<file path="src/rtl/button_gesture_controller_top_defines.svh">
// Assertion macros for the button gesture controller.
// Included by the top-level module, which checks its own logic; depends on nothing.
`ifndef BUTTON_GESTURE_CONTROLLER_TOP_DEFINES_SVH
`define BUTTON_GESTURE_CONTROLLER_TOP_DEFINES_SVH
`ifndef SYNTHESIS
`define BGC_ASSERT(label, prop) \
    label: assert property (@(posedge clk) disable iff (!rst_n) prop) \
        else $error("button gesture controller check failed");
`define BGC_ASSERT_ALWAYS(label, prop) \
    label: assert property (@(posedge clk) prop) \
        else $error("button gesture controller check failed");
`else
`define BGC_ASSERT(label, prop)
`define BGC_ASSERT_ALWAYS(label, prop)
`endif
`endif

</file>
<file path="src/rtl/bgc_pkg.sv">
// Shared constants and codes of the button gesture controller.
// Depends on nothing; used by the top level.
package bgc_pkg;

    localparam int PHASE_W = 3;
    localparam logic [PHASE_W-1:0] PH_IDLE      = 3'd0;
    localparam logic [PHASE_W-1:0] PH_PRESSING  = 3'd1;
    localparam logic [PHASE_W-1:0] PH_REPEATING = 3'd2;
    localparam logic [PHASE_W-1:0] PH_WARNING   = 3'd3;
    localparam logic [PHASE_W-1:0] PH_FIRED     = 3'd4;

    localparam logic [1:0] OUT_PENDING   = 2'd0;
    localparam logic [1:0] OUT_SUCCEEDED = 2'd1;
    localparam logic [1:0] OUT_FAILED    = 2'd2;

    localparam logic [1:0] REP_NONE        = 2'd0;
    localparam logic [1:0] REP_SAVE_FAILED = 2'd1;
    localparam logic [1:0] REP_RESET_OK    = 2'd2;
    localparam logic [1:0] REP_RESET_FAIL  = 2'd3;

    localparam logic [2:0] OV_NONE         = 3'd0;
    localparam logic [2:0] OV_SAVE_FAILED  = 3'd1;
    localparam logic [2:0] OV_WARNING      = 3'd2;
    localparam logic [2:0] OV_RESET_DONE   = 3'd3;
    localparam logic [2:0] OV_RESET_FAILED = 3'd4;

    localparam logic [2:0] EV_NONE        = 3'd0;
    localparam logic [2:0] EV_CLICK       = 3'd1;
    localparam logic [2:0] EV_HOLD_START  = 3'd2;
    localparam logic [2:0] EV_HOLD_REPEAT = 3'd3;
    localparam logic [2:0] EV_RESET_REQ   = 3'd4;
    localparam logic [2:0] EV_RESTART_REQ = 3'd5;

    localparam logic [2:0] CFG_LONG_PRESS = 3'd0;
    localparam logic [2:0] CFG_REPEAT     = 3'd1;
    localparam logic [2:0] CFG_DEBOUNCE   = 3'd2;
    localparam logic [2:0] CFG_WARNING    = 3'd3;
    localparam logic [2:0] CFG_FACTORY    = 3'd4;
    localparam logic [2:0] CFG_OVERLAY    = 3'd5;

    localparam logic [15:0] LONG_PRESS_RESET = 16'd1000;
    localparam logic [15:0] REPEAT_RESET     = 16'd200;
    localparam logic [9:0]  DEBOUNCE_RESET   = 10'd30;
    localparam logic [15:0] WARNING_RESET    = 16'd5000;
    localparam logic [15:0] FACTORY_RESET    = 16'd10000;
    localparam logic [15:0] OVERLAY_RESET    = 16'd1000;

    // Seconds rounding: ceil(x / 1000) = floor((x + 999) / 1000), the
    // division done as a multiply by round(2^26 / 1000) and a shift.
    localparam logic [16:0] MS_ROUND_UP = 17'd999;
    localparam logic [16:0] RECIP_1000  = 17'd67109;
    localparam int          RECIP_SHIFT = 26;

endpackage

</file>
<file path="src/rtl/button_gesture_controller_top.sv">
// Button gesture controller: debounce, press phases and status per poll tick.
// Depends on bgc_pkg and button_gesture_controller_top_defines.svh.
// An accepted input word passes the input register and then the result register.
// Throughput: one word per cycle unless m_tready stalls; an input register and a
// result register hold the stream, all tick work is one combinational pass between them.
// Reset: asynchronous, active low; state clears and registers take defaults.
`include "button_gesture_controller_top_defines.svh"

module button_gesture_controller_top (
    input  logic        clk,
    input  logic        rst_n,
    input  logic        s_tvalid,
    output logic        s_tready,
    // now_ms[31:0], button_low[32], host_report[34:33], sink_full[35], zero fill
    input  logic [39:0] s_tdata,
    output logic        m_tvalid,
    input  logic        m_tready,
    // gesture_event[2:0], overlay[5:3], countdown_s[12:6], zero fill
    output logic [15:0] m_tdata,
    input  logic        cfg_valid,
    output logic        cfg_ready,
    input  logic [2:0]  cfg_index,
    input  logic [15:0] cfg_data
);

    logic [15:0] long_press_reg, repeat_reg, warning_reg, factory_reg, overlay_ms_reg;
    logic [9:0]  debounce_reg;

    logic        in_valid_reg;
    logic [31:0] in_now_reg;
    logic        in_pin_reg;
    logic [1:0]  in_rep_reg;
    logic        in_full_reg;

    logic        out_valid_reg;
    logic [2:0]  out_ev_reg, out_ov_reg;
    logic [6:0]  out_cd_reg;

    logic        raw_reg, stable_reg;
    logic [31:0] changed_at_reg, press_start_reg, next_repeat_reg, overlay_start_reg;
    logic [2:0]  phase_reg, overlay_reg;
    logic [15:0] latched_reg;
    logic [1:0]  outcome_reg;

    logic        raw_next, stable_next;
    logic [31:0] changed_at_next, press_start_next, next_repeat_next, overlay_start_next;
    logic [2:0]  phase_next, overlay_next, ev_next, ov_next, pick;
    logic [15:0] latched_next;
    logic [1:0]  outcome_next;
    logic [6:0]  cd_next;

    logic [1:0]  outcome_rep;
    logic [2:0]  overlay_rep, overlay_exp;
    logic [31:0] held_old, repeat_diff;
    logic [16:0] cd_num;
    logic [33:0] cd_prod;
    logic        advance;

    assign cfg_ready = 1'b1;
    assign advance   = in_valid_reg && (!out_valid_reg || m_tready);
    assign s_tready  = !in_valid_reg || advance;
    assign m_tvalid  = out_valid_reg;
    assign m_tdata   = {3'b000, out_cd_reg, out_ov_reg, out_ev_reg};

    always_ff @(posedge clk or negedge rst_n)
    begin
        if (!rst_n)
        begin
            long_press_reg <= bgc_pkg::LONG_PRESS_RESET;
            repeat_reg     <= bgc_pkg::REPEAT_RESET;
            debounce_reg   <= bgc_pkg::DEBOUNCE_RESET;
            warning_reg    <= bgc_pkg::WARNING_RESET;
            factory_reg    <= bgc_pkg::FACTORY_RESET;
            overlay_ms_reg <= bgc_pkg::OVERLAY_RESET;
        end
        else if (cfg_valid)
        begin
            unique case (cfg_index)
                bgc_pkg::CFG_LONG_PRESS: long_press_reg <= cfg_data;
                bgc_pkg::CFG_REPEAT:     repeat_reg     <= cfg_data;
                bgc_pkg::CFG_DEBOUNCE:   debounce_reg   <= cfg_data[9:0];
                bgc_pkg::CFG_WARNING:    warning_reg    <= cfg_data;
                bgc_pkg::CFG_FACTORY:    factory_reg    <= cfg_data;
                bgc_pkg::CFG_OVERLAY:    overlay_ms_reg <= cfg_data;
                default:                 ;
            endcase
        end
    end

    always_ff @(posedge clk or negedge rst_n)
    begin
        if (!rst_n)
        begin
            in_valid_reg <= 1'b0;
        end
        else if (s_tready)
        begin
            in_valid_reg <= s_tvalid;
        end
    end

    always_ff @(posedge clk)
    begin
        if (s_tvalid && s_tready)
        begin
            in_now_reg  <= s_tdata[31:0];
            in_pin_reg  <= s_tdata[32];
            in_rep_reg  <= s_tdata[34:33];
            in_full_reg <= s_tdata[35];
        end
    end

    always_comb
    begin
        outcome_rep        = outcome_reg;
        overlay_rep        = overlay_reg;
        overlay_start_next = overlay_start_reg;
        unique case (in_rep_reg)
            bgc_pkg::REP_NONE:
            begin
            end
            bgc_pkg::REP_SAVE_FAILED:
            begin
                overlay_start_next = in_now_reg;
                overlay_rep        = bgc_pkg::OV_SAVE_FAILED;
            end
            bgc_pkg::REP_RESET_OK:
            begin
                overlay_start_next = in_now_reg;
                outcome_rep        = bgc_pkg::OUT_SUCCEEDED;
                overlay_rep        = bgc_pkg::OV_RESET_DONE;
            end
            default:
            begin
                overlay_start_next = in_now_reg;
                outcome_rep        = bgc_pkg::OUT_FAILED;
                overlay_rep        = bgc_pkg::OV_RESET_FAILED;
            end
        endcase

        overlay_exp = overlay_rep;
        if (overlay_rep == bgc_pkg::OV_SAVE_FAILED &&
            (in_now_reg - overlay_start_next) >= {16'd0, overlay_ms_reg})
        begin
            overlay_exp = bgc_pkg::OV_NONE;
        end

        raw_next        = in_pin_reg;
        changed_at_next = (in_pin_reg != raw_reg) ? in_now_reg : changed_at_reg;
        stable_next     = stable_reg;
        if (raw_next != stable_reg &&
            (in_now_reg - changed_at_next) >= {22'd0, debounce_reg})
        begin
            stable_next = raw_next;
        end

        held_old    = in_now_reg - press_start_reg;
        repeat_diff = in_now_reg - next_repeat_reg;
        priority if (held_old >= {16'd0, factory_reg})
            pick = bgc_pkg::PH_FIRED;
        else if (held_old >= {16'd0, warning_reg})
            pick = bgc_pkg::PH_WARNING;
        else if (held_old >= {16'd0, latched_reg})
            pick = bgc_pkg::PH_REPEATING;
        else
            pick = bgc_pkg::PH_PRESSING;

        phase_next       = phase_reg;
        press_start_next = press_start_reg;
        latched_next     = latched_reg;
        outcome_next     = outcome_rep;
        next_repeat_next = next_repeat_reg;
        overlay_next     = overlay_exp;
        ev_next          = bgc_pkg::EV_NONE;

        if (!(phase_reg == bgc_pkg::PH_FIRED && outcome_rep == bgc_pkg::OUT_PENDING))
        begin
            if (!stable_next)
            begin
                if (phase_reg != bgc_pkg::PH_IDLE)
                begin
                    phase_next = bgc_pkg::PH_IDLE;
                    if (overlay_exp == bgc_pkg::OV_RESET_DONE ||
                        overlay_exp == bgc_pkg::OV_RESET_FAILED)
                    begin
                        overlay_next = bgc_pkg::OV_NONE;
                    end
                    if (phase_reg == bgc_pkg::PH_PRESSING && !in_full_reg)
                    begin
                        ev_next = bgc_pkg::EV_CLICK;
                    end
                    else if (phase_reg == bgc_pkg::PH_FIRED &&
                             outcome_rep == bgc_pkg::OUT_SUCCEEDED && !in_full_reg)
                    begin
                        ev_next = bgc_pkg::EV_RESTART_REQ;
                    end
                end
            end
            else if (phase_reg == bgc_pkg::PH_IDLE)
            begin
                phase_next       = bgc_pkg::PH_PRESSING;
                press_start_next = in_now_reg;
                outcome_next     = bgc_pkg::OUT_PENDING;
                latched_next     = long_press_reg;
            end
            else if (pick != phase_reg)
            begin
                phase_next = pick;
                if (pick == bgc_pkg::PH_REPEATING)
                begin
                    ev_next          = in_full_reg ? bgc_pkg::EV_NONE : bgc_pkg::EV_HOLD_START;
                    next_repeat_next = in_now_reg + {16'd0, repeat_reg};
                end
                else if (pick == bgc_pkg::PH_FIRED)
                begin
                    ev_next = in_full_reg ? bgc_pkg::EV_NONE : bgc_pkg::EV_RESET_REQ;
                    if (in_full_reg)
                    begin
                        outcome_next = bgc_pkg::OUT_FAILED;
                    end
                end
            end
            else if (phase_reg == bgc_pkg::PH_REPEATING && !repeat_diff[31])
            begin
                ev_next          = in_full_reg ? bgc_pkg::EV_NONE : bgc_pkg::EV_HOLD_REPEAT;
                next_repeat_next = in_now_reg + {16'd0, repeat_reg};
            end
        end

        // The warning phase is never entered from idle, so the press start is unchanged.
        cd_num  = {1'b0, factory_reg - held_old[15:0]} + bgc_pkg::MS_ROUND_UP;
        cd_prod = cd_num * bgc_pkg::RECIP_1000;
        cd_next = 7'd0;
        if (phase_next == bgc_pkg::PH_WARNING)
        begin
            ov_next = bgc_pkg::OV_WARNING;
            if (held_old < {16'd0, factory_reg})
            begin
                cd_next = cd_prod[bgc_pkg::RECIP_SHIFT +: 7];
            end
        end
        else
        begin
            ov_next = overlay_next;
        end
    end

    always_ff @(posedge clk or negedge rst_n)
    begin
        if (!rst_n)
        begin
            raw_reg           <= 1'b0;
            stable_reg        <= 1'b0;
            changed_at_reg    <= 32'd0;
            phase_reg         <= bgc_pkg::PH_IDLE;
            press_start_reg   <= 32'd0;
            latched_reg       <= 16'd0;
            outcome_reg       <= bgc_pkg::OUT_PENDING;
            next_repeat_reg   <= 32'd0;
            overlay_reg       <= bgc_pkg::OV_NONE;
            overlay_start_reg <= 32'd0;
        end
        else if (advance)
        begin
            raw_reg           <= raw_next;
            stable_reg        <= stable_next;
            changed_at_reg    <= changed_at_next;
            phase_reg         <= phase_next;
            press_start_reg   <= press_start_next;
            latched_reg       <= latched_next;
            outcome_reg       <= outcome_next;
            next_repeat_reg   <= next_repeat_next;
            overlay_reg       <= overlay_next;
            overlay_start_reg <= overlay_start_next;
        end
    end

    always_ff @(posedge clk or negedge rst_n)
    begin
        if (!rst_n)
        begin
            out_valid_reg <= 1'b0;
        end
        else if (advance)
        begin
            out_valid_reg <= 1'b1;
        end
        else if (m_tready)
        begin
            out_valid_reg <= 1'b0;
        end
    end

    always_ff @(posedge clk)
    begin
        if (advance)
        begin
            out_ev_reg <= ev_next;
            out_ov_reg <= ov_next;
            out_cd_reg <= cd_next;
        end
    end

    `BGC_ASSERT(a_cd_only_in_warning,
        (out_valid_reg && out_cd_reg != 7'd0) |-> (out_ov_reg == bgc_pkg::OV_WARNING))
    `BGC_ASSERT(a_cd_range, out_valid_reg |-> (out_cd_reg <= 7'd66))
    `BGC_ASSERT(a_fired_holds,
        (advance && phase_reg == bgc_pkg::PH_FIRED && outcome_reg == bgc_pkg::OUT_PENDING &&
         in_rep_reg == bgc_pkg::REP_NONE) |=> (phase_reg == bgc_pkg::PH_FIRED))
    `BGC_ASSERT(a_held_item_kept, (in_valid_reg && !advance) |=> in_valid_reg)
    `BGC_ASSERT(a_ready_when_out_free, !out_valid_reg |-> s_tready)
    `BGC_ASSERT_ALWAYS(a_cfg_always_ready, cfg_ready)

endmodule
</file>
<file path="config.mk">
export PLATFORM = sky130hd
export DESIGN_NAME = button_gesture_controller_top
export DESIGN_NICKNAME = d
export VERILOG_FILES = /design/src/rtl/bgc_pkg.sv /design/src/rtl/button_gesture_controller_top.sv
export VERILOG_INCLUDE_DIRS = /design/src /design/src/rtl
export SDC_FILE = /design/constraint.sdc
export NUM_CORES = 1
export LEC_CHECK = 0
export ABC_CLOCK_PERIOD_IN_PS = 25200
export BUFFER_PORTS_ARGS = -buffer_cell sky130_fd_sc_hd__buf_2
export CAP_MARGIN = 20
export CELL_PAD_IN_SITES_DETAIL_PLACEMENT = 1
export CELL_PAD_IN_SITES_GLOBAL_PLACEMENT = 2
export CORE_UTILIZATION = 45
export CTS_CLUSTER_DIAMETER = 30
export DETAILED_ROUTE_END_ITERATION = 8
export HOLD_SLACK_MARGIN = 0.12
export PLACE_DENSITY_LB_ADDON = 0.1
export SYNTH_ARGS = -nofsm -noshare
export SYNTH_HDL_FRONTEND = slang
export SYNTH_SLANG_ARGS = --single-unit
</file>
<file path="constraint.sdc">
create_clock -name clk -period 25.2 [get_ports clk]
set_input_delay 1.26 -clock clk [delete_from_list [all_inputs] [get_ports clk]]
set_output_delay 1.26 -clock clk [all_outputs]
set_load 0.005 [all_outputs]
</file>
## After elaboration in Yosys (flattened, before gate mapping)

Cells that the tools add are included.

| word-level totals | value |
|---|---|
| bits in registers | 295 |
| bits in latches | 0 |
| RAM bits | 0 |
| memory bits (read-only) | 0 |
| output and inout bits | 19 |
| word-level logic and storage cells | 137 |
| memories kept | 0 |

| operators by class | value |
|---|---|
| add/subtract/negate cells | 7 |
| multiply operators | 1 |
| div/mod/pow operators | 0 |
| magnitude comparators | 6 |
| equal/unequal tests | 21 |
| shift-type cells | 0 |
| mux-type cells | 42 |
| bitwise operators | 2 |
| reduce and logical (&&, ||, !) cells | 33 |

Operators with widths:

| operator | count |
|---|---|
| $mux 32 | 5 |
| $ge 32x16->1 | 4 |
| $sub 32x32->32 | 4 |
| $mux 3 | 20 |
| $mul 17x17->33 const B | 1 |
| $add 32x16->32 | 1 |
| $ge 32x10->1 | 1 |
| $lt 32x16->1 | 1 |
| $mux 2 | 12 |
| $eq 3x2->1 const B | 6 |
| $add 16x10->17 const B | 1 |
| $sub 16x16->16 | 1 |
| $eq 3x3->1 const B | 5 |
| $reduce_and 2->1 | 7 |
| $eq 3x1->1 const B | 3 |
| $logic_and 1x1->1 | 9 |
| $pmux 3 s3 | 1 |
| $logic_not 3->1 | 2 |
| $reduce_and 6->1 | 1 |
| $eq 2x1->1 const B | 2 |
| $logic_not 1->1 | 4 |
| $logic_not 2->1 | 2 |
| $pmux 2 s2 | 1 |
| $reduce_and 4->1 | 1 |
| other kinds (10) | 17 |

## Longest topological paths before layout

| logic depth | value |
|---|---|
| depth in word-level cells | 12 |
| mapped depth | 43 |
| gate-level depth less buffers | 42 |

## Worst setup path before layout

No wires, ideal clock.

| timing | value |
|---|---|
| path kind | register to register |
| from | register in_now_reg[0] |
| to | register out_cd_reg[6], data pin |
| library setup time | 0.147 ns |
| arrival time | 9.358 ns |
| path slack | 15.695 ns |
| cell stages (with the launch flop) | 44 |
| path buffers | 1 |
| period minus slack after synthesis | 9.505 ns |
| path through | edfxtp_1 inv_1 ha_1 inv_1 fa_1 a21o_1 a311oi_1 o31ai_1 xor2_1 ha_1 and2_0 clkbuf_1 a22oi_1 o31ai_1 o21a_1 nor2_1 xnor2_1 nand4_1 (+8 left out) inv_1 fa_1 inv_1 fa_1 inv_1 ha_1 o21ai_0 o21bai_1 a211oi_1 o31a_1 o21ai_0 nor4_1 o41ai_1 a21oi_1 o21bai_1 mux2i_1 a211o_1 a21oi_1 |

| on the way | value |
|---|---|
| cells in the longest elaborated chain, start to end | 12 |

RTL lines:

| element | line | source |
|---|---|---|
| from (decl) | button_gesture_controller_top.sv:30 | `logic [31:0] in_now_reg;` |
| from (signal assigned) | button_gesture_controller_top.sv:106 | `in_now_reg <= s_tdata[31:0];` |
| branches (longest 12 deep; another with $mul 17x17->33) | -- |  |
| to (signal assigned) | button_gesture_controller_top.sv:300 | `out_cd_reg <= cd_next;` |
| to (decl) | button_gesture_controller_top.sv:37 | `logic [6:0] out_cd_reg;` |

Parallel ways; which one is timed is not known.
A chain may end at the register's enable or synchronous reset.

## Final worst setup path

Same ends and word-level chain as after synthesis.

==> results.sh <==
export IMPL_status="completed"
export IMPL_synth_largest_area_cell="sky130_fd_sc_hd__dfrtp_1"
export IMPL_die_height_um=237
export IMPL_ratio_of_cells_with_drive_above_1_in_the_final_layout_pct=15.5
export IMPL_buffer_ports_inserted=74
export IMPL_synthCells=2608
export IMPL_dominantRegCellSynth="sky130_fd_sc_hd__dfrtp_1"
export IMPL_cts_repair_resize_count=0
export IMPL_cts_sinks=295
export IMPL_number_of_warnings_reported_in_the_yosys_synthesis_log=0
export IMPL_wl_per_cell_um=20.5
export IMPL_antenna_cells_inserted=0
export IMPL_rsz_0062_raised_after_global_routing="false"
export IMPL_initial_antenna_violation_count=0
export IMPL_postCtsSetupBuffers=0
export IMPL_setup_worst_path_end_class="flip-flop"
export IMPL_gpl_final_weighted_congestion=0.868
export IMPL_num_io_pins=83
export IMPL_synth_area_per_cell_um2=9.51
export IMPL_final_max_slew_viol_count=0
export IMPL_number_of_nets_in_the_finished_design=3198
export IMPL_critPathRequiredTime_ns=25.64
export IMPL_grt_pass1_vias=21834
export IMPL_crit_path_top_delay_cell="sky130_fd_sc_hd__a311oi_1"
export IMPL_maxCapViolations=0
export IMPL_rows=85
export IMPL_clock_tree_htree_level_count=3
export IMPL_netlist_cell_type_count=86
export IMPL_timing_critical_path_arrival_ns=12.43
export IMPL_totalNegativeSetupSlack_ns=0
export IMPL_synth_to_layout_area_growth_pct=16.5
export IMPL_timing_setup_critical_path_class="reg2reg"
export IMPL_grt_pass1_wl_um=115000
export IMPL_detail_route_wirelength_um=71500
export IMPL_vias_per_cell=5.69
export IMPL_initial_core_util_pct=45.8
export IMPL_chip_width_um=237
export IMPL_tritoncts_clock_tree="yes"
export IMPL_cts_made_buffers=84
export IMPL_netlist_area_um2=24800
export IMPL_number_of_enable_flip_flop_cells_after_synthesis=49
export IMPL_post_route_drc=0
export IMPL_dp_final_hpwl_um=53400
export IMPL_report_final_hold_viol_count=0
export IMPL_slew_headroom_pct=26.8
export IMPL_mostFrequentLayoutCell="sky130_fd_sc_hd__ha_1"
export IMPL_num_fill_cells=6040
export IMPL_synth_seq_area_share_pct=30.9
export IMPL_fp_coreArea_um2=54100
export IMPL_vias=19829
export IMPL_worst_slew_pin_transition_ns=1.08
export IMPL_achievable_frequency_ghz=0.0834
export IMPL_synth_top_cells_by_area="sky130_fd_sc_hd__dfrtp_1 22%, sky130_fd_sc_hd__ha_1 19%, sky130_fd_sc_hd__edfxtp_1 5.9%, sky130_fd_sc_hd__mux2_2 5.5%, sky130_fd_sc_hd__inv_1 4.4%"
export IMPL_postRouteAntennaNets=0
export IMPL_cts_clk_slew_worst_paths_ns=0.04
export IMPL_synth_async_sr_flop_share_pct=83.4
export IMPL_worst_path_most_repeated_cell="sky130_fd_sc_hd__inv_1"
export IMPL_dr_first_iter_drc_count=779
export IMPL_die_area_um2=56000
export IMPL_min_path_type="reg2reg"
export IMPL_global_route_overflow_total=0
export IMPL_source_to_sink_clock_delay_at_the_later_pin_of_the_worst_skew_pair_ns=0.62
export IMPL_timing_clock_skew_ns=0.0208
export IMPL_critPathMaxStageDelay_ns=0.61
export IMPL_setup_worst_path_start_class="flip-flop"
export IMPL_postLayoutCoreUtil_pct=53.4
export IMPL_synth_ff_latch_count=295
export IMPL_post_route_period_util_pct=47.6
export IMPL_global_route_usage_total_pct=26.1
export IMPL_first_pass_iters=5
export IMPL_clock_path_buffers=3
export IMPL_post_route_min_period_ns=11.99
export IMPL_post_cts_hold_buffer_count=0
export IMPL_largest_net_degree_at_the_start_of_global_routing=106
export IMPL_setup_violations_final=0
export IMPL_share_of_the_synthesized_area_in_the_top_cell_type_pct=21.9
export IMPL_worstPathMaxFanout=7
export IMPL_ctsRootBufferMaster="sky130_fd_sc_hd__clkbuf_16"
export IMPL_commonest_cells_after_routing_fill_and_taps_aside="367 x sky130_fd_sc_hd__ha_1, 289 x sky130_fd_sc_hd__inv_1, 217 x sky130_fd_sc_hd__dfrtp_1"
[Yosys cell counts, drive strengths merged, types with 47 or more instances]
| library cell | n |
|---|---|
| xor2 | 56 |
| nand2 | 203 |
| a21oi | 154 |
| nor2 | 117 |
| o21ai | 172 |
| clkbuf | 54 |
| a21o | 63 |
| ha | 368 |
| fa | 47 |
| inv | 289 |
| dfrtp | 217 |
| mux2 | 131 |
| mux2i | 96 |
| xnor2 | 60 |
| edfxtp | 49 |
[worst max-delay path: cells and delay by family (launching register included)]
kind	cells	cell delay [ns]
compound gates	12	3.60
flops	1	0.43
buf+inv	7	0.72
fa+ha+maj	9	3.65
xor+xnor	3	0.95
mux	1	0.15
simple gates	9	2.26
[metrics by stage]
step | area, µm² | std cells | hold slack, ns | setup WS [ns]
after global routing | 28900 | 3485 | 0.492 | 12.34
final | 28900 | 3485 | 0.473 | 13.21
after CTS | 28900 | 3481 | 0.479 | 12.97
after detailed placement | 25900 | 3325 | 0.470 | 13.08
after global placement | 25900 | 3325 | 0.462 | 13.40
after floorplan | 24800 | 2610 | 0.446 | 15.69
[cell families (layout without fill, tap and decap cells)]
logic type	Yosys count	after routing	synth area share, %
adder cells (fa/ha/maj)	415	415	22.4
AND/OR/NAND/NOR	595	595	11.8
multiplexers	227	227	10.0
flip-flops	295	295	30.9
AO/OA/AOI/OAI	592	592	15.0
XOR/XNOR	116	116	4.10
other	2	4	0.0303
buffers and inverters	366	545	5.79
[final cells by class]
| type | count | area [µm²] | area share [%] |
|---|---|---|---|
| timing repair buffer | 100 | 593 | 2.05 |
| sequential | 295 | 7660 | 26.5 |
| clock buffer | 103 | 2250 | 7.80 |
| clock inverter | 53 | 684 | 2.37 |
| tap | 696 | 871 | 3.01 |
| multi-input combinational | 1949 | 15700 | 54.5 |
| inverter | 289 | 1080 | 3.75 |
[path summary, 6_finish.rpt]
check	end	slack, ns	from	cells past startpoint
worst min-delay path	overlay_start_reg[4]	0.47	overlay_start_reg[4]	2
worst max register to register	out_cd_reg[6]	13.21	in_now_reg[0]	41
max in group asynchronous	overlay_reg[1]	22.45	rst_n	3
worst max-delay path	out_cd_reg[6]	13.21	in_now_reg[0]	41
worst min register to register	overlay_start_reg[4]	0.47	overlay_start_reg[4]	2
min in group asynchronous	overlay_start_reg[4]	0.59	rst_n	1
[per-layer routing]
layer	global-route usage [%]	wire length, µm	vias up	share of wire, %
met5	0	0	-	0
met4	9.58	2020	0	2.8
li1	-	-	9517	-
met3	3.80	2030	116	2.8
met2	46.8	36100	266	50
met1	31.6	31400	9930	44
Power is not shown: default switching activity piles up to over one toggle a cycle in this logic, so the estimate is an artifact.
